**src/sv/mcpad_pkg.sv**
```systemverilog
// shared types, constants and the check time helper of the pulse alive detector
package mcpad_pkg;

    localparam int NUM_CHANNELS = 4;
    localparam int CHANNEL_W    = 2;
    localparam int SLOT_COUNT   = 1 << CHANNEL_W;
    localparam int DATA_W       = 16;

    localparam int APB_ADDR_W   = 3;
    localparam int APB_DATA_W   = 32;
    localparam int REG_SEL_BIT  = 2;

    localparam logic [DATA_W-1:0] ALIVE_RESET = 16'd1000;
    localparam logic [DATA_W-1:0] TIMER_RESET = 16'd10000;
    localparam logic [DATA_W-1:0] COUNT_MAX   = '1;

    localparam logic OP_EDGE  = 1'b0;
    localparam logic OP_CHECK = 1'b1;

    localparam logic REG_ALIVE = 1'b0;
    localparam logic REG_TIMER = 1'b1;

    typedef logic [DATA_W-1:0] word_t;

    typedef struct packed {
        word_t edge_count;
        word_t checked_count;
        logic  awaiting_first_edge;
        word_t next_check_time;
        logic  channel_on;
    } chan_state_t;

    localparam chan_state_t CHAN_RESET = '{
        edge_count:          '0,
        checked_count:       '0,
        awaiting_first_edge: 1'b1,
        next_check_time:     '0,
        channel_on:          1'b0
    };

    typedef struct packed {
        word_t value;
        logic  err;
    } advance_t;

    // base plus alive period, wrapped by one conditional subtraction
    function automatic advance_t advance(word_t base, word_t alive, word_t period);
        logic [DATA_W:0] sum;
        advance_t        res;
        sum = {1'b0, base} + {1'b0, alive};
        if (sum >= {1'b0, period}) begin
            sum = sum - {1'b0, period};
        end
        res.value = sum[DATA_W-1:0];
        res.err   = (base >= period) || (alive >= period);
        return res;
    endfunction

endpackage

```
**src/sv/multi_channel_pulse_alive_detector.sv**
```systemverilog
// top level of the multi channel pulse alive detector
//
// Usage:
//   The input channel (s_*) takes one event per transfer: a falling edge
//   capture with its timer value, or a compare match check with the pin
//   level. Every event gives exactly one result transfer on the m_* channel
//   with the channel's on state and the next compare value to load.
//   Per channel state sits in a small synchronous memory, read when an event
//   is taken and written back when it leaves the input stage; a back to back
//   event on the same channel takes the written back state from a forwarding
//   register. The event is held in the input stage register, its result in
//   the output register; throughput is one event per cycle while the receiver
//   takes every result, set by the single read and single write memory port.
//   The APB port sets alive_period (0x0) and timer_period (0x4); it is to be
//   written only while no event is in flight, which the block does not enforce.
//   Reset (aresetn low at a clock edge) empties the pipeline, restores the
//   register defaults and marks every channel as waiting for a first edge.
//   When the receiver stalls, the result is held in the output register and
//   one more event may be taken into the memory stage before s_ready falls.
module multi_channel_pulse_alive_detector (
    input  logic                                aclk,
    input  logic                                aresetn,
    input  logic                                psel,
    input  logic                                penable,
    input  logic                                pwrite,
    input  logic [mcpad_pkg::APB_ADDR_W-1:0]    paddr,
    input  logic [mcpad_pkg::APB_DATA_W-1:0]    pwdata,
    output logic [mcpad_pkg::APB_DATA_W-1:0]    prdata,
    output logic                                pready,
    input  logic                                s_valid,
    output logic                                s_ready,
    input  logic                                s_operation,
    input  logic [mcpad_pkg::CHANNEL_W-1:0]     s_channel,
    input  logic [mcpad_pkg::DATA_W-1:0]        s_capture_value,
    input  logic                                s_pin_level,
    output logic                                m_valid,
    input  logic                                m_ready,
    output logic [mcpad_pkg::CHANNEL_W-1:0]     m_result_channel,
    output logic                                m_signal_on,
    output logic                                m_compare_load,
    output logic [mcpad_pkg::DATA_W-1:0]        m_compare_value,
    output logic                                m_compare_armed,
    output logic                                m_range_error
);
    import mcpad_pkg::*;

    word_t alive_period_reg;
    word_t timer_period_reg;
    logic  cfg_write;

    chan_state_t           state_mem [SLOT_COUNT];
    logic [SLOT_COUNT-1:0] mem_valid_reg;
    chan_state_t           rd_data_reg;
    logic                  rd_valid_reg;
    chan_state_t           fwd_data_reg;
    logic                  fwd_hit_reg;

    logic                 s1_valid_reg;
    logic                 s1_operation_reg;
    logic [CHANNEL_W-1:0] s1_channel_reg;
    word_t                s1_capture_reg;
    logic                 s1_pin_reg;

    logic                 m_valid_reg;
    logic [CHANNEL_W-1:0] m_channel_reg;
    logic                 m_on_reg;
    logic                 m_load_reg;
    word_t                m_value_reg;
    logic                 m_armed_reg;
    logic                 m_err_reg;

    logic        accept;
    logic        s1_advance;
    logic        write_en;
    logic        in_range;
    chan_state_t cur;
    chan_state_t state_next;
    advance_t    adv;
    logic        load_next;
    logic        err_next;

    // configuration port
    assign pready    = 1'b1;
    assign cfg_write = psel && penable && pwrite && pready;

    always_ff @(posedge aclk) begin
        if (!aresetn) begin
            alive_period_reg <= ALIVE_RESET;
            timer_period_reg <= TIMER_RESET;
        end else if (cfg_write) begin
            case (paddr[REG_SEL_BIT])
                REG_ALIVE: alive_period_reg <= pwdata[DATA_W-1:0];
                REG_TIMER: timer_period_reg <= pwdata[DATA_W-1:0];
                default: ;
            endcase
        end
    end

    always_comb begin
        case (paddr[REG_SEL_BIT])
            REG_ALIVE: prdata = {{(APB_DATA_W-DATA_W){1'b0}}, alive_period_reg};
            REG_TIMER: prdata = {{(APB_DATA_W-DATA_W){1'b0}}, timer_period_reg};
            default:   prdata = '0;
        endcase
    end

    // handshake
    assign s1_advance = s1_valid_reg && (!m_valid_reg || m_ready);
    assign s_ready    = !s1_valid_reg || s1_advance;
    assign accept     = s_valid && s_ready;
    assign in_range   = 32'(s1_channel_reg) < 32'(NUM_CHANNELS);
    assign write_en   = s1_advance && in_range;

    // read modify write of the channel state
    always_comb begin
        if (fwd_hit_reg) begin
            cur = fwd_data_reg;
        end else if (rd_valid_reg) begin
            cur = rd_data_reg;
        end else begin
            cur = CHAN_RESET;
        end

        adv = advance((s1_operation_reg == OP_EDGE) ? s1_capture_reg : cur.next_check_time,
                      alive_period_reg, timer_period_reg);

        state_next = cur;
        load_next  = 1'b0;
        err_next   = 1'b0;

        if (s1_operation_reg == OP_EDGE) begin
            if (cur.edge_count != COUNT_MAX) begin
                state_next.edge_count = cur.edge_count + 1'b1;
            end
            if (cur.awaiting_first_edge) begin
                state_next.next_check_time     = adv.value;
                state_next.awaiting_first_edge = 1'b0;
                load_next                      = 1'b1;
                err_next                       = adv.err;
            end
        end else if (!cur.awaiting_first_edge) begin
            if ((cur.edge_count > cur.checked_count) || !s1_pin_reg) begin
                state_next.channel_on      = 1'b1;
                state_next.checked_count   = cur.edge_count;
                state_next.next_check_time = adv.value;
                load_next                  = 1'b1;
                err_next                   = adv.err;
            end else begin
                state_next = CHAN_RESET;
            end
        end
    end

    always_ff @(posedge aclk) begin
        if (write_en) begin
            state_mem[s1_channel_reg] <= state_next;
        end
        if (accept) begin
            rd_data_reg  <= state_mem[s_channel];
            fwd_data_reg <= state_next;
        end
    end

    always_ff @(posedge aclk) begin
        if (!aresetn) begin
            mem_valid_reg <= '0;
            rd_valid_reg  <= 1'b0;
            fwd_hit_reg   <= 1'b0;
            s1_valid_reg  <= 1'b0;
            m_valid_reg   <= 1'b0;
        end else begin
            if (write_en) begin
                mem_valid_reg[s1_channel_reg] <= 1'b1;
            end
            if (accept) begin
                rd_valid_reg <= mem_valid_reg[s_channel];
                fwd_hit_reg  <= write_en && (s1_channel_reg == s_channel);
                s1_valid_reg <= 1'b1;
            end else if (s1_advance) begin
                s1_valid_reg <= 1'b0;
            end
            if (s1_advance) begin
                m_valid_reg <= 1'b1;
            end else if (m_ready) begin
                m_valid_reg <= 1'b0;
            end
        end
    end

    // input stage and output register payload
    always_ff @(posedge aclk) begin
        if (accept) begin
            s1_operation_reg <= s_operation;
            s1_channel_reg   <= s_channel;
            s1_capture_reg   <= s_capture_value;
            s1_pin_reg       <= s_pin_level;
        end
        if (s1_advance) begin
            m_channel_reg <= s1_channel_reg;
            m_on_reg      <= in_range && state_next.channel_on;
            m_load_reg    <= in_range && load_next;
            m_value_reg   <= in_range ? state_next.next_check_time : '0;
            m_armed_reg   <= in_range && !state_next.awaiting_first_edge;
            m_err_reg     <= in_range && err_next;
        end
    end

    assign m_valid          = m_valid_reg;
    assign m_result_channel = m_channel_reg;
    assign m_signal_on      = m_on_reg;
    assign m_compare_load   = m_load_reg;
    assign m_compare_value  = m_value_reg;
    assign m_compare_armed  = m_armed_reg;
    assign m_range_error    = m_err_reg;

endmodule

```
**config.mk**
```make
export PLATFORM = sky130hd
export DESIGN_NAME = multi_channel_pulse_alive_detector
export DESIGN_NICKNAME = d
export VERILOG_FILES = /design/src/sv/mcpad_pkg.sv /design/src/sv/multi_channel_pulse_alive_detector.sv
export SDC_FILE = /design/constraint.sdc
export NUM_CORES = 1
export LEC_CHECK = 0
export BUFFER_PORTS_ARGS = -buffer_cell sky130_fd_sc_hd__buf_2
export CORE_MARGIN = 2
export CORE_UTILIZATION = 41
export CTS_CLUSTER_DIAMETER = 120
export DETAILED_ROUTE_END_ITERATION = 7
export GPL_ROUTABILITY_DRIVEN = 0
export GPL_TIMING_DRIVEN = 0
export PLACE_DENSITY = 0.6
export RECOVER_POWER = 100
export SLEW_MARGIN = 20
export SYNTH_ARGS = -nofsm -noshare
export SYNTH_HDL_FRONTEND = slang
export SYNTH_SLANG_ARGS = --single-unit
```
**constraint.sdc**
```tcl
create_clock -name aclk -period 6.1 [get_ports aclk]
set_input_delay 0.305 -clock aclk [delete_from_list [all_inputs] [get_ports aclk]]
set_output_delay 0.305 -clock aclk [all_outputs]
set_load 0.02 [all_outputs]
```
# After elaboration in Yosys (flattened, before gate mapping)
# Memory sizes are Yosys's and may differ from the RTL's. A register that Yosys moved wholly into a read port is not among the register bits.
# Cells that the tools add are included.
# word_totals
reg_bits	132
ram_bits	200
in_bits	62
output_inout_bits	57
mem_count	1
# memory_table
name	words	width	read_ports	rd_clocked_by_memory_dff	wr	line	source
state_mem	4	50	1	1	1	multi_channel_pulse_alive_detector.sv:51	chan_state_t state_mem [SLOT_COUNT];
# op_classes
addsub	3
n_lt_le_gt_ge	7
eq_ne	2
muxes	33
bitwise_logic	2
n_reduce_logical	18
# op_table
cell	count
2-to-1 mux 50 bit	3
2-to-1 mux 16 bit	7
case mux 32 bit (2 select lines)	1
2-to-1 mux 17 bit	2
greater-or-equal comparator 16 bit	2
2-to-1 mux 1 bit	18
adder 16 x 16 -> 17 bit	1
greater-or-equal comparator 17 x 16 -> 1 bit	1
adder 16 x 1 -> 16 bit (second input constant)	1
> comparator 16 bit	1
!= test 16 bit (second input constant)	1
subtractor 16 bit	1
logical AND 1 bit	6
< comparator 2 x 3 -> 1 bit (second input constant)	2
zero test 1 bit	4
logical OR 1 bit	4
bitwise OR 4 bit	1
AND reduction 2 bit	2
nonzero test 2 bit	2
binary-select mux 1 bit (select 2 bit)	1
demux 1 bit (select 2 bit)	1
== test 2 bit	1
greater-or-equal comparator 2 x 1 -> 1 bit (second input constant)	1
inverter 1 bit	1

# Logic depth before layout (Yosys ltp)
# Gate-level depths: netlist of run 1.
# logic_depth
word_depth	10
mapped_depth	24
mapped_depth_nobuf	21

# Worst setup path before layout of run 1
# No wires, ideal clock.
# synth_timing
kind	register to register
start	register fwd_hit_reg
end	register fwd_data_reg[13] in the netlist's numbering (data pin)
setup_time_ps	285
t_arrival_ps	4912
required_ps	5815
slack_ps	902
path_stages_with_launch	23
n_path_buf	4
synth_period_minus_slack_ps	5198
path_cell_list	dfxtp_1 buf_2 buf_4 clkbuf_1 buf_1 a22oi_1 a21oi_1 ha_1 nor2b_1 o31ai_2 a21oi_1 a21oi_1 nand3_1 o311ai_0 ha_1 a21o_1 a21oi_2 or3b_1 o2111ai_2 a21boi_2 nor2_8 mux2_1 o2bb2ai_1
# synth_rtl
item	line	source
start: declaration	multi_channel_pulse_alive_detector.sv:56	logic fwd_hit_reg;
start signal: assignment	multi_channel_pulse_alive_detector.sv:177	fwd_hit_reg <= write_en && (s1_channel_reg == s_channel);
end signal: assignment	multi_channel_pulse_alive_detector.sv:160	fwd_data_reg <= state_next;
end: declaration	multi_channel_pulse_alive_detector.sv:55	chan_state_t fwd_data_reg;

==> qor.csv, run 1 <==
stage,metric,value,unit
logic_synthesis,async_flop_share,0,%
logic_synthesis,yosys_warnings,0,
final_layout,num_antenna_cells,0,
timing,tightest_slew,3040,ps
logic_synthesis,synth_flop_cell,edfxtp_1,
die,die_x,211,um
power,clockPowerShare,38.0,%
logic_synthesis,synth-edff-count,342,
power,power.switching,0.00153,W
clocking,cts_buffers,40,
setup_path,worst_ep_required_time,6380,ps
final_layout,final_cell_mix,"342 x edfxtp_1, 102 x clkbuf_1, 97 x nand2_1, 86 x a21oi_1, 81 x ha_1",
clocking,cts_setup_buffers,0,
timing,slew_headroom,-104,%
power,peakVddDrop,145,uV
clocking,cts.clk_slew.worst_paths,60,ps
logic_synthesis,yosysTopAreaCellShare,58.4,%
final_layout,largest_register_ffs,200,
power,seq_power_share,49.4,%
grt,antenna_found_initial,0,
timing,setup_viol,0,
final_layout,multi_input_area,6150,um2
power,comb_power_share,12.6,%
die,ios,119,
timing,fin_ws,240,ps
grt,grt_max_degree,63,
placed_design,port_buffers,82,
final_layout,mostFrequentLayoutCell,edfxtp_1,
setup_path,start_kind,register,
final_layout,final_cell_area,20400,um2
clocking,cts-htree-levels,2,
die,start_util,41.7,%
run,maxCapViolations,5,
timing,clock_skew,16.3,ps
setup_path,endpoint_kind,register,
logic_synthesis,syn-cell-area,17600,um2
grt,grt_pass1_vias,10846,
drt,viasPerCell,5.51,
clocking,cts.sinks,382,
final_layout,layout-drive-gt1-share,16.2,%
final_layout,area_growth,16.3,%
logic_synthesis,synth_seq_area_share,63.0,%
power,sw_frac_of_total,24.8,%
drt,wl_per_cell,20.8,um
die,core_region_area,42100,um2
die,num_rows,75,
final_layout,finalNetCount,1571,
grt,track_usage,18.9,%
final_layout,stdcell_count,1996,
grt,grt_overflow_total,0,
final_layout,regArea,11100,um2
grt,grt_pass1_wl,63.6,mm
die,dieArea,44500,um2
clocking,clk_path_buf_depth,3,
final_layout,nFillCells,3681,
drt,first_pass_iters,5,
drt,routed_wl,41.6,mm
logic_synthesis,synth_cells,1237,
placed_design,hpwl,29.3,mm
timing,whs,24.5,ps
power,p_int,0.00465,W
placed_design,dpl.cell_count,1891,
drt,dr.first_iter.drc_count,951,
logic_synthesis,synth_area_per_cell,14.2,um2
setup_path,crit_arrival,6140,ps
clocking,root_buffer,clkbuf_16,
logic_synthesis,synth_seq_cells,382,
power,p_per_area,302,nW/um2
setup_path,crit_fanout,10,
status,violations,"max-capacitance violations, max-slew violations",
timing,finalMaxSlewViolations,194,
setup_path,crit_type,register to register,
timing,min_period,5860,ps
timing,finalCritPeriodShare,96.1,%
clocking,cts_tree,done,
drt,antenna_left,0,
logic_synthesis,yosysUniqueCellTypes,81,
drt,vias,11000,
power,p_leak,7.22,nW
min_path,min_path_type,primary input to register,
timing,fmax,0.171,GHz
drt,route.detailed.drc,0,
die,die_y,211,um
placed_design,pre_cts_slack,-1160,ps
status,status,"finished, violations left",
clocking,insertion_delay,560,ps
logic_synthesis,synth_area_leaders,"edfxtp_1 58%, mux4_2 6.5%, ha_1 5.8%",
timing,hold_viol_final,0,
placed_design,placed_cell_area,19000,um2
logic_synthesis,yosys.area.top_type,edfxtp_1,
power,power,0.00618,W
==> logic make-up after synthesis <==
logic type / Yosys count / share of synthesized area [%]
flip-flops: 382 / 63.0
adder cells (fa/ha/maj): 83 / 5.99
other: 2 / 0.0427
XOR/XNOR: 28 / 1.40
buffers and inverters: 108 / 2.90
AO/OA/AOI/OAI: 283 / 10.7
AND/OR/NAND/NOR: 269 / 7.52
multiplexers: 82 / 8.41
==> final timing paths <==
check	slack [ps]	cells after the start	end	from
worst max-delay path	240	21	state_mem[1][3]$_DFFE_PP_	s1_operation_reg$_DFFE_PP_
worst min-delay path	20	3	alive_period_reg[12]$_SDFFE_PN0P_	pwdata[12]
worst max register to register	240	21	state_mem[1][3]$_DFFE_PP_	s1_operation_reg$_DFFE_PP_
worst min register to register	460	1	mem_valid_reg[2]$_SDFFE_PN0P_	mem_valid_reg[2]$_SDFFE_PN0P_
==> worst max-delay path: stages (launching register included) <==
cell,delay (ps)
edfxtp_1,630
clkbuf_2,350
clkbuf_2,390
nor2_1,130
a21oi_1,360
ha_1,370
a21o_1,210
a31o_1,230
and2_1,170
a2111o_1,330
a21oi_1,180
xnor2_1,130
ha_1,380
nand2_1,90
nor4_1,290
nand4_1,140
and3_1,200
o21ai_2,140
nor2_8,110
buf_12,170
mux2i_1,120
o22ai_1,430
==> area by class of cell <==
cell class                      count  share of cell area, %
Inverter                           37                  0.686
Sequential cell                   382                   54.2
Tap cell                          539                   3.30
Timing Repair Buffer              134                   3.73
Clock buffer                       49                   5.27
Clock inverter                     24                  0.869
Buffer                             69                   1.86
Multi-Input combinational cell    762                   30.1
==> per-stage QoR <==
step	utilization [%]	setup TNS (ps)
finish	48.5	0
global route	48.5	-16.1
CTS	48.9	0
detailed placement	45.0	-99620
global placement	44.4	-302770
floorplan	-	0
==> routing by layer <==
layer	vias to the layer above	track usage, %	part of all wire, %
met4	0	6.12	2.6
li1	5154	-	-
met5	-	0	0
met1	5453	27.2	47
met3	65	3.63	6.2
met2	328	28.9	45
==> repair_timing <==
| action | CTS | global route |
|---|---|---|
| resized for setup | 19 | 19 |
| setup endpoints to repair | 96 | 96 |
| endpoints found under the hold margin | 40 | 0 |
| hold buffers | 34 | 0 |
==> power by group through the flow <==
| stage | logic [W] | registers, W | clock network [W] |
|---|---|---|---|
| floorplan | 0.000511 | 0.00311 | 0 |
| global placement | 0.000724 | 0.00311 | 0 |
| detailed placement | 0.000748 | 0.00310 | 0 |
| CTS | 0.000772 | 0.00305 | 0.00240 |
| global route | 0.000853 | 0.00306 | 0.00250 |
| finish | 0.000776 | 0.00305 | 0.00235 |
==> synthesized netlist by cell type, types with 23 or more instances <==
cell	n
a21boi_0	23
a21oi_1	90
a22oi_1	32
clkbuf_1	33
dfxtp_1	40
edfxtp_1	342
ha_1	81
inv_1	36
mux4_2	51
nand2_1	97
nand3_1	32
nor2_1	54
o21ai_0	34
Power figures use the tool's default switching activity.
==> inputs of run 2 (changes only) <==
==> constraint.sdc (replaced) <==
create_clock -name aclk -period 6.1 [get_ports aclk]
set_input_delay 1.22 -clock aclk [delete_from_list [all_inputs] [get_ports aclk]]
set_output_delay 1.22 -clock aclk [all_outputs]
set_load 0.02 [all_outputs]
==> run 2 against run 1 <==
  * The run still ends with max-capacitance violations, max-slew violations left
  * First-iteration DRC count shrank 0.11%
  * Sequential share of layout area grew 0.90 points
  * Wire length shrank 0.71%
  * Critical path depth is the same
  * Global-route usage shrank 0.14 points
  * Utilization fell by 0.80 points
  * Clock skew fell by 1.4 ps
  * Highest routed layer unchanged
==> qor.csv, run 2 (synthesis results as in run 1) <==
stage,metric,value,unit,change
status,status,"finished, violations left",,
status,violations,"max-capacitance violations, max-slew violations",,
timing,fin_ws,191,ps,-48.8 ps
setup_path,slowest_stage,edfxtp_1,,
setup_path,crit_buf_inv,3,,unchanged
clocking,cts.clk_slew.worst_paths,60,ps,about the same
drt,dr.first_iter.drc_count,950,,-0.11%
timing,slew_headroom,-103,%,+0.77 points
setup_path,cp_top_family,compound AO/OA/AOI/OAI gates,,
setup_path,crit_type,register to register,,
clocking,cts_tree,done,,
final_layout,finalNetCount,1537,,-2.2%
setup_path,cp-endpoint,state_mem[0][3]$_DFFE_PP_,,
final_layout,largest_register_ffs,200,,unchanged
final_layout,mostFrequentLayoutCell,edfxtp_1,,
setup_path,worst_ep_required_time,6380,ps,about the same
setup_path,rr_endpoint,state_mem[0][3]$_DFFE_PP_,,
drt,first_pass_iters,5,,unchanged
clocking,cts_setup_buffers,0,,unchanged
die,ios,119,,unchanged
timing,min_period,5910,ps,+48.8 ps
die,die_y,211,um,unchanged
clocking,cts.sinks,382,,unchanged
drt,antenna_left,0,,unchanged
timing,setup_viol,0,,unchanged
setup_path,start_kind,register,,
grt,grt_max_degree,63,,unchanged
final_layout,final_cell_mix,"342 x edfxtp_1, 99 x clkbuf_1, 97 x nand2_1, 86 x a21oi_1, 81 x ha_1",,
power,p_leak,7.08,nW,-1.9%
drt,wl_per_cell,21.0,um,+1.0%
setup_path,crit_path_max_incr_delay,630,ps,about the same
clocking,cts-htree-levels,2,,unchanged
timing,hold_viol_final,0,,unchanged
timing,finalCritPeriodShare,96.9,%,+0.80 points
final_layout,layout-drive-gt1-share,16.7,%,+0.46 points
clocking,cts.hold.buffers_added,0,,-100%
die,dieArea,44500,um2,unchanged
placed_design,pre_cts_slack,-1160,ps,unchanged
grt,antenna_found_initial,0,,unchanged
die,core_region_area,42100,um2,unchanged
setup_path,reg2regPathDepth,21,,unchanged
setup_path,crit_start,s1_operation_reg$_DFFE_PP_,,
setup_path,endpoint_kind,register,,
drt,vias,10893,,-0.97%
clocking,clk_path_buf_depth,3,,unchanged
final_layout,final_cell_area,20100,um2,-1.6%
clocking,root_buffer,clkbuf_16,,
drt,routed_wl,41.3,mm,-0.71%
drt,viasPerCell,5.55,,+0.74%
setup_path,crit_fanout,10,,unchanged
final_layout,fin_util,47.7,%,-0.80 points
setup_path,path_cells,clkbuf_2 -> clkbuf_2 -> nor2_1 -> a21oi_1 -> ha_1 -> a21o_1 -> a31o_1 -> and2_1 -> a2111o_1 -> a21oi_1 -> xnor2_1 -> ha_1 -> nand2_1 -> nor4_1 -> nand4_1 -> and3_1 -> o21ai_2 -> nor2_8 -> buf_12 -> mux2i_1 -> o22ai_1,,
placed_design,placed_cell_area,19000,um2,unchanged
power,power,0.00616,W,-0.34%
power,peakVddDrop,146,uV,about the same
clocking,cts_buffers,40,,unchanged
die,die_x,211,um,unchanged
setup_path,crit_arrival,6180,ps,+40 ps
run,maxCapViolations,4,,-1
placed_design,port_buffers,82,,unchanged
grt,track_usage,18.8,%,-0.14 points
setup_path,cp.depth,21,,unchanged
min_path,min_path_type,register to register,,
final_layout,area_growth,14.4,%,
timing,tightest_slew,3030,ps,-11.5 ps
grt,grt_pass1_wl,63.0,mm,-0.93%
grt,grt_pass1_vias,10679,,-1.5%
setup_path,timing.rr.start,s1_operation_reg$_DFFE_PP_,,
placed_design,hpwl,29.3,mm,unchanged
die,start_util,41.7,%,unchanged
power,p_per_area,306,nW/um2,+1.3%
timing,fmax,0.169,GHz,-0.83%
timing,finalMaxSlewViolations,111,,-43%
timing,clock_skew,14.9,ps,-1.43 ps
final_layout,num_antenna_cells,0,,unchanged
die,num_rows,75,,unchanged
drt,route.detailed.drc,0,,unchanged
setup_path,r2r_setup_slack,190,ps,-50 ps
timing,fin_tns_setup,0,ps,unchanged
clocking,insertion_delay,560,ps,about the same
min_path,min_from,mem_valid_reg[2]$_SDFFE_PN0P_,,
grt,grt_overflow_total,0,,unchanged
[run 2: cell count changes in the layout (fill, tap and decap cells not counted)]
cell	before	now
clkbuf_4	0	1
mux2_1	2	3
buf_2	42	44
buf_1	3	4
dlygate4sd3_1	34	0
mux2_2	14	13
clkbuf_1	102	99
clkbuf_2	5	4
[run 2: metrics by stage]
stage                     cells  hold WS [ps]
after floorplan            1252           435
after global placement     1873           444
after global routing       1962           484
after CTS                  1962           466
after detailed placement   1891           451
final                      1962           465
[run 2: worst register-to-register path: stages, from the launching register on]
cell,delay [ps]
edfxtp_1,630
clkbuf_2,370
clkbuf_2,390
nor2_1,140
a21oi_1,370
ha_1,370
a21o_1,210
a31o_1,230
and2_1,170
a2111o_1,330
a21oi_1,180
xnor2_1,130
ha_1,380
nand2_1,90
nor4_1,300
nand4_1,150
and3_1,200
o21ai_2,150
nor2_8,120
buf_12,170
mux2i_1,120
o22ai_1,440
[run 2: power by group]
group	switching [W]	internal, W	total, W
Combinational	0.000478	0.000280	0.000758
Clock	0.00101	0.00134	0.00235
Sequential	0.0000407	0.00301	0.00305
[run 2: worst min path at each step]
| stage | to | cells past startpoint |
|---|---|---|
| after floorplan | mem_valid_reg[2]$_SDFFE_PN0P_ | 1 |
| after global placement | mem_valid_reg[3]$_SDFFE_PN0P_ | 1 |
| after detailed placement | mem_valid_reg[3]$_SDFFE_PN0P_ | 1 |
| after CTS | mem_valid_reg[2]$_SDFFE_PN0P_ | 1 |
| after global routing | mem_valid_reg[3]$_SDFFE_PN0P_ | 1 |
| final | mem_valid_reg[2]$_SDFFE_PN0P_ | 1 |
[run 2: metal layers]
layer	vias up	wire (um)	part of all wire (%)	track usage [%]
met5	-	0	0	0
met4	0	1030	2.5	6.12
met3	63	2600	6.3	3.72
met2	313	18400	44	28.5
met1	5429	19300	47	27.1
li1	5088	-	-	-
[run 2: timing repair]
action                     in CTS  in global routing
resized for setup              19                 19
cloned                          0                  0
setup endpoints to repair      96                 96
pin swaps                       0                  0
[run 2: layout make-up]
cell class / count / area, um2
fillers: 3704 / 22000
flip-flops and latches: 382 / 11100
multi-input cells: 762 / 6150
clock buffers: 49 / 1080
well taps: 539 / 674
repair buffers: 100 / 428
plain buffers: 69 / 380
clock inverters: 24 / 178
inverters: 37 / 140
==> inputs of run 3 (changes only) <==
- BUFFER_PORTS_ARGS: -buffer_cell sky130_fd_sc_hd__buf_2 -> -buffer_cell sky130_fd_sc_hd__clkbuf_2
==> run 3 against run 2 <==
  * The flow still finishes with violations (max-capacitance violations, max-slew violations)
  * First-iteration DRC count decreased by 7.8%
  * Non-clock buffer count increased by 2
  * Sequential power about the same
  * Count of clock-buffer cells in the layout increased by 4
  * Register-to-register slack improved by 80 ps
  * Utilization increased by 0.31 points
  * Flip-flop and latch count unchanged
  * Critical path depth increased by 2
  * Sequential share of layout area decreased by 0.36 points
  * Design area increased by 0.66%
  * Global-route usage increased by 0.30 points
  * Critical path type unchanged
  * Largest cell class unchanged
==> qor.csv, run 3 (synthesis results as in run 1) <==
stage,metric,value,unit,change
clocking,root_buffer,clkbuf_16,,
timing,finalCritPeriodShare,95.6,%,-1.2 points
setup_path,slowest_stage,fa_1,,
timing,finalMaxSlewViolations,167,,+50%
die,ios,119,,unchanged
drt,wl_met3,2.14,mm,-18%
clocking,cts-htree-levels,2,,unchanged
timing,setup_viol,0,,unchanged
final_layout,area_growth,15.1,%,
final_layout,finalNetCount,1539,,+0.13%
final_layout,final_cell_mix,"342 x edfxtp_1, 100 x clkbuf_1, 97 x nand2_1, 87 x a21oi_1, 80 x ha_1",,
setup_path,cp_top_family,compound AO/OA/AOI/OAI gates,,
setup_path,crit_start,rd_valid_reg$_SDFFE_PN0P_,,
placed_design,dpl.cell_count,1891,,unchanged
grt,grt_max_degree,97,,+54%
drt,routed_wl,41.7,mm,+1.1%
setup_path,r2r_setup_slack,270,ps,+80 ps
power,p_leak,7.16,nW,+1.0%
clocking,cts.clk_slew.worst_paths,60,ps,about the same
power,power,0.00636,W,+3.3%
power,p_per_area,314,nW/um2,+2.6%
grt,grt_pass1_vias,10827,,+1.4%
die,num_rows,75,,unchanged
final_layout,layout-drive-gt1-share,17.5,%,+0.88 points
setup_path,worst_ep_required_time,6390,ps,about the same
setup_path,crit_path_max_incr_delay,410,ps,-220 ps
setup_path,timing.rr.start,rd_valid_reg$_SDFFE_PN0P_,,
drt,vias,10921,,+0.26%
timing,clock_skew,18.4,ps,+3.51 ps
setup_path,path_cells,and2b_1 -> buf_4 -> buf_6 -> a22oi_1 -> a21oi_1 -> ha_1 -> inv_1 -> fa_1 -> nor2b_2 -> o31ai_4 -> a21oi_2 -> a21oi_2 -> o311ai_2 -> ha_2 -> a21o_1 -> a21oi_2 -> or3b_1 -> o2111ai_2 -> a21boi_2 -> nor2_8 -> buf_12 -> mux2i_1 -> o2bb2ai_1,,
placed_design,hpwl,29.5,mm,+0.60%
setup_path,crit_type,register to register,,
clocking,clk_path_buf_depth,3,,unchanged
setup_path,cp-endpoint,m_compare_value[0]$_DFFE_PP_,,
die,dieArea,44500,um2,unchanged
timing,slew_headroom,-79.0,%,+24 points
final_layout,multi_input_area,6150,um2,about the same
setup_path,crit_buf_inv,4,,+1
clocking,cts.sinks,382,,unchanged
grt,grt_overflow_total,0,,unchanged
grt,track_usage,19.1,%,+0.30 points
timing,fmax,0.171,GHz,+1.3%
die,die_y,211,um,unchanged
die,die_x,211,um,unchanged
drt,first_pass_iters,5,,unchanged
die,start_util,41.7,%,unchanged
timing,tightest_slew,2680,ps,-349 ps
setup_path,crit_arrival,6120,ps,-60 ps
setup_path,crit_fanout,10,,unchanged
timing,fin_tns_setup,0,ps,unchanged
setup_path,cp.depth,23,,+9.5%
clocking,insertion_delay,570,ps,about the same
final_layout,stdcell_count,1965,,+0.15%
final_layout,largest_register_ffs,200,,unchanged
setup_path,rr_endpoint,m_compare_value[0]$_DFFE_PP_,,
setup_path,start_kind,register,,
grt,grt_pass1_wl,63.9,mm,+1.4%
timing,hold_viol_final,0,,unchanged
timing,min_period,5830,ps,-75.5 ps
min_path,min_path_type,register to register,,
grt,antenna_found_initial,0,,unchanged
final_layout,nFillCells,3703,,-0.027%
setup_path,endpoint_kind,register,,
drt,route.detailed.drc,0,,unchanged
drt,viasPerCell,5.56,,+0.10%
final_layout,regArea,11100,um2,unchanged
status,violations,"max-capacitance violations, max-slew violations",,
final_layout,num_antenna_cells,0,,unchanged
drt,top_layer,met4,,
drt,antenna_left,0,,unchanged
setup_path,reg2regPathDepth,23,,+9.5%
setup_path,cpMostUsedCell,a21oi_2,,
clocking,cts_tree,done,,
status,status,"finished, violations left",,
drt,wl_met1,19.9,mm,+3.0%
die,core_region_area,42100,um2,unchanged
drt,wl_per_cell,21.2,um,+0.94%
final_layout,mostFrequentLayoutCell,edfxtp_1,,
placed_design,port_buffers,82,,unchanged
clocking,cts_buffers,40,,unchanged
run,maxCapViolations,4,,unchanged
power,peakVddDrop,146,uV,+0.19%
drt,dr.first_iter.drc_count,876,,-7.8%
drt,routed-wl-met2,18.6,mm,+1.1%
[run 3: changes by cell type in the layout (fill, tap and decap cells not counted), moves of 2 or more]
cell and change:
o21ai_0 -5, mux2_1 -2, o21ai_1 +5, buf_4 +2, inv_6 +3, clkbuf_2 +41, buf_2 -40, clkbuf_8 +2
bufinv_16 +4, mux2_2 +2, clkinv_1 -9
[run 3: cell type report]
type / instances / area share (%)
buffer: 69 / 1.91
clock buffer: 53 / 5.39
clock inverter: 21 / 1.37
inverter: 37 / 0.693
multi-input combinational: 762 / 30.4
sequential: 382 / 54.7
tap: 539 / 3.33
timing repair buffer: 102 / 2.18
[run 3: worst reg2reg max path: stages, from the launching register on]
cell and delay [ps]:
dfxtp_2 400, and2b_1 180, buf_4 220, buf_6 190
a22oi_1 110, a21oi_1 300, ha_1 250, inv_1 60
fa_1 410, nor2b_2 220, o31ai_4 120, a21oi_2 240
a21oi_2 130, o311ai_2 300, ha_2 400, a21o_1 200
a21oi_2 160, or3b_1 410, o2111ai_2 230, a21boi_2 140
nor2_8 200, buf_12 190, mux2i_1 230, o2bb2ai_1 300
[run 3: repair_timing]
action | in CTS | in global routing
gates resized for setup | 18 | 20
cloned | 0 | 0
pin swaps | 0 | 1
setup buffers | 0 | 2
endpoints found under the setup margin | 96 | 96
hold buffers | 0 | 0
[run 3: how the worst min path moves through the flow]
| stage | slack (ps) | endpoint | cells past startpoint | start |
|---|---|---|---|---|
| 4_1_cts | 460 | mem_valid_reg[3]$_SDFFE_PN0P_ | 1 | mem_valid_reg[3]$_SDFFE_PN0P_ |
| 6_report | 460 | mem_valid_reg[3]$_SDFFE_PN0P_ | 1 | mem_valid_reg[3]$_SDFFE_PN0P_ |
| 3_5_place_dp | 450 | mem_valid_reg[3]$_SDFFE_PN0P_ | 1 | mem_valid_reg[3]$_SDFFE_PN0P_ |
| 3_3_place_gp | 440 | mem_valid_reg[3]$_SDFFE_PN0P_ | 1 | mem_valid_reg[3]$_SDFFE_PN0P_ |
| 2_1_floorplan | 440 | mem_valid_reg[2]$_SDFFE_PN0P_ | 1 | mem_valid_reg[2]$_SDFFE_PN0P_ |
| 5_1_grt | 490 | mem_valid_reg[1]$_SDFFE_PN0P_ | 1 | mem_valid_reg[1]$_SDFFE_PN0P_ |
[run 3: layer usage]
layer / vias to the layer above / global-route usage (%)
li1: 5090 / -
met1: 5468 / 27.8
met2: 299 / 28.8
met3: 64 / 3.35
met4: 0 / 6.70
met5: - / 0
[run 3: report_power, final]
| part | leakage [nW] | internal, W | switching, W |
|---|---|---|---|
| Combinational | 2.91 | 0.000282 | 0.000479 |
| Sequential | 3.59 | 0.00301 | 0.0000413 |
| Clock | 0.657 | 0.00152 | 0.00102 |
| Total | 7.16 | 0.00482 | 0.00154 |
[run 3: stage by stage]
| step | instance area (um2) | hold WS [ps] | util [%] | setup slack [ps] |
|---|---|---|---|---|
| 6_report | 20200 | 462 | 48.0 | 267 |
| 5_1_grt | 20200 | 490 | 48.0 | -7.06 |
| 4_1_cts | 20400 | 462 | 48.3 | 4.43 |
| 3_5_place_dp | 19000 | 448 | 45.0 | -1230 |
| 3_3_place_gp | 18700 | 443 | 44.4 | -3230 |
| 2_1_floorplan | 17600 | 435 | - | 349 |
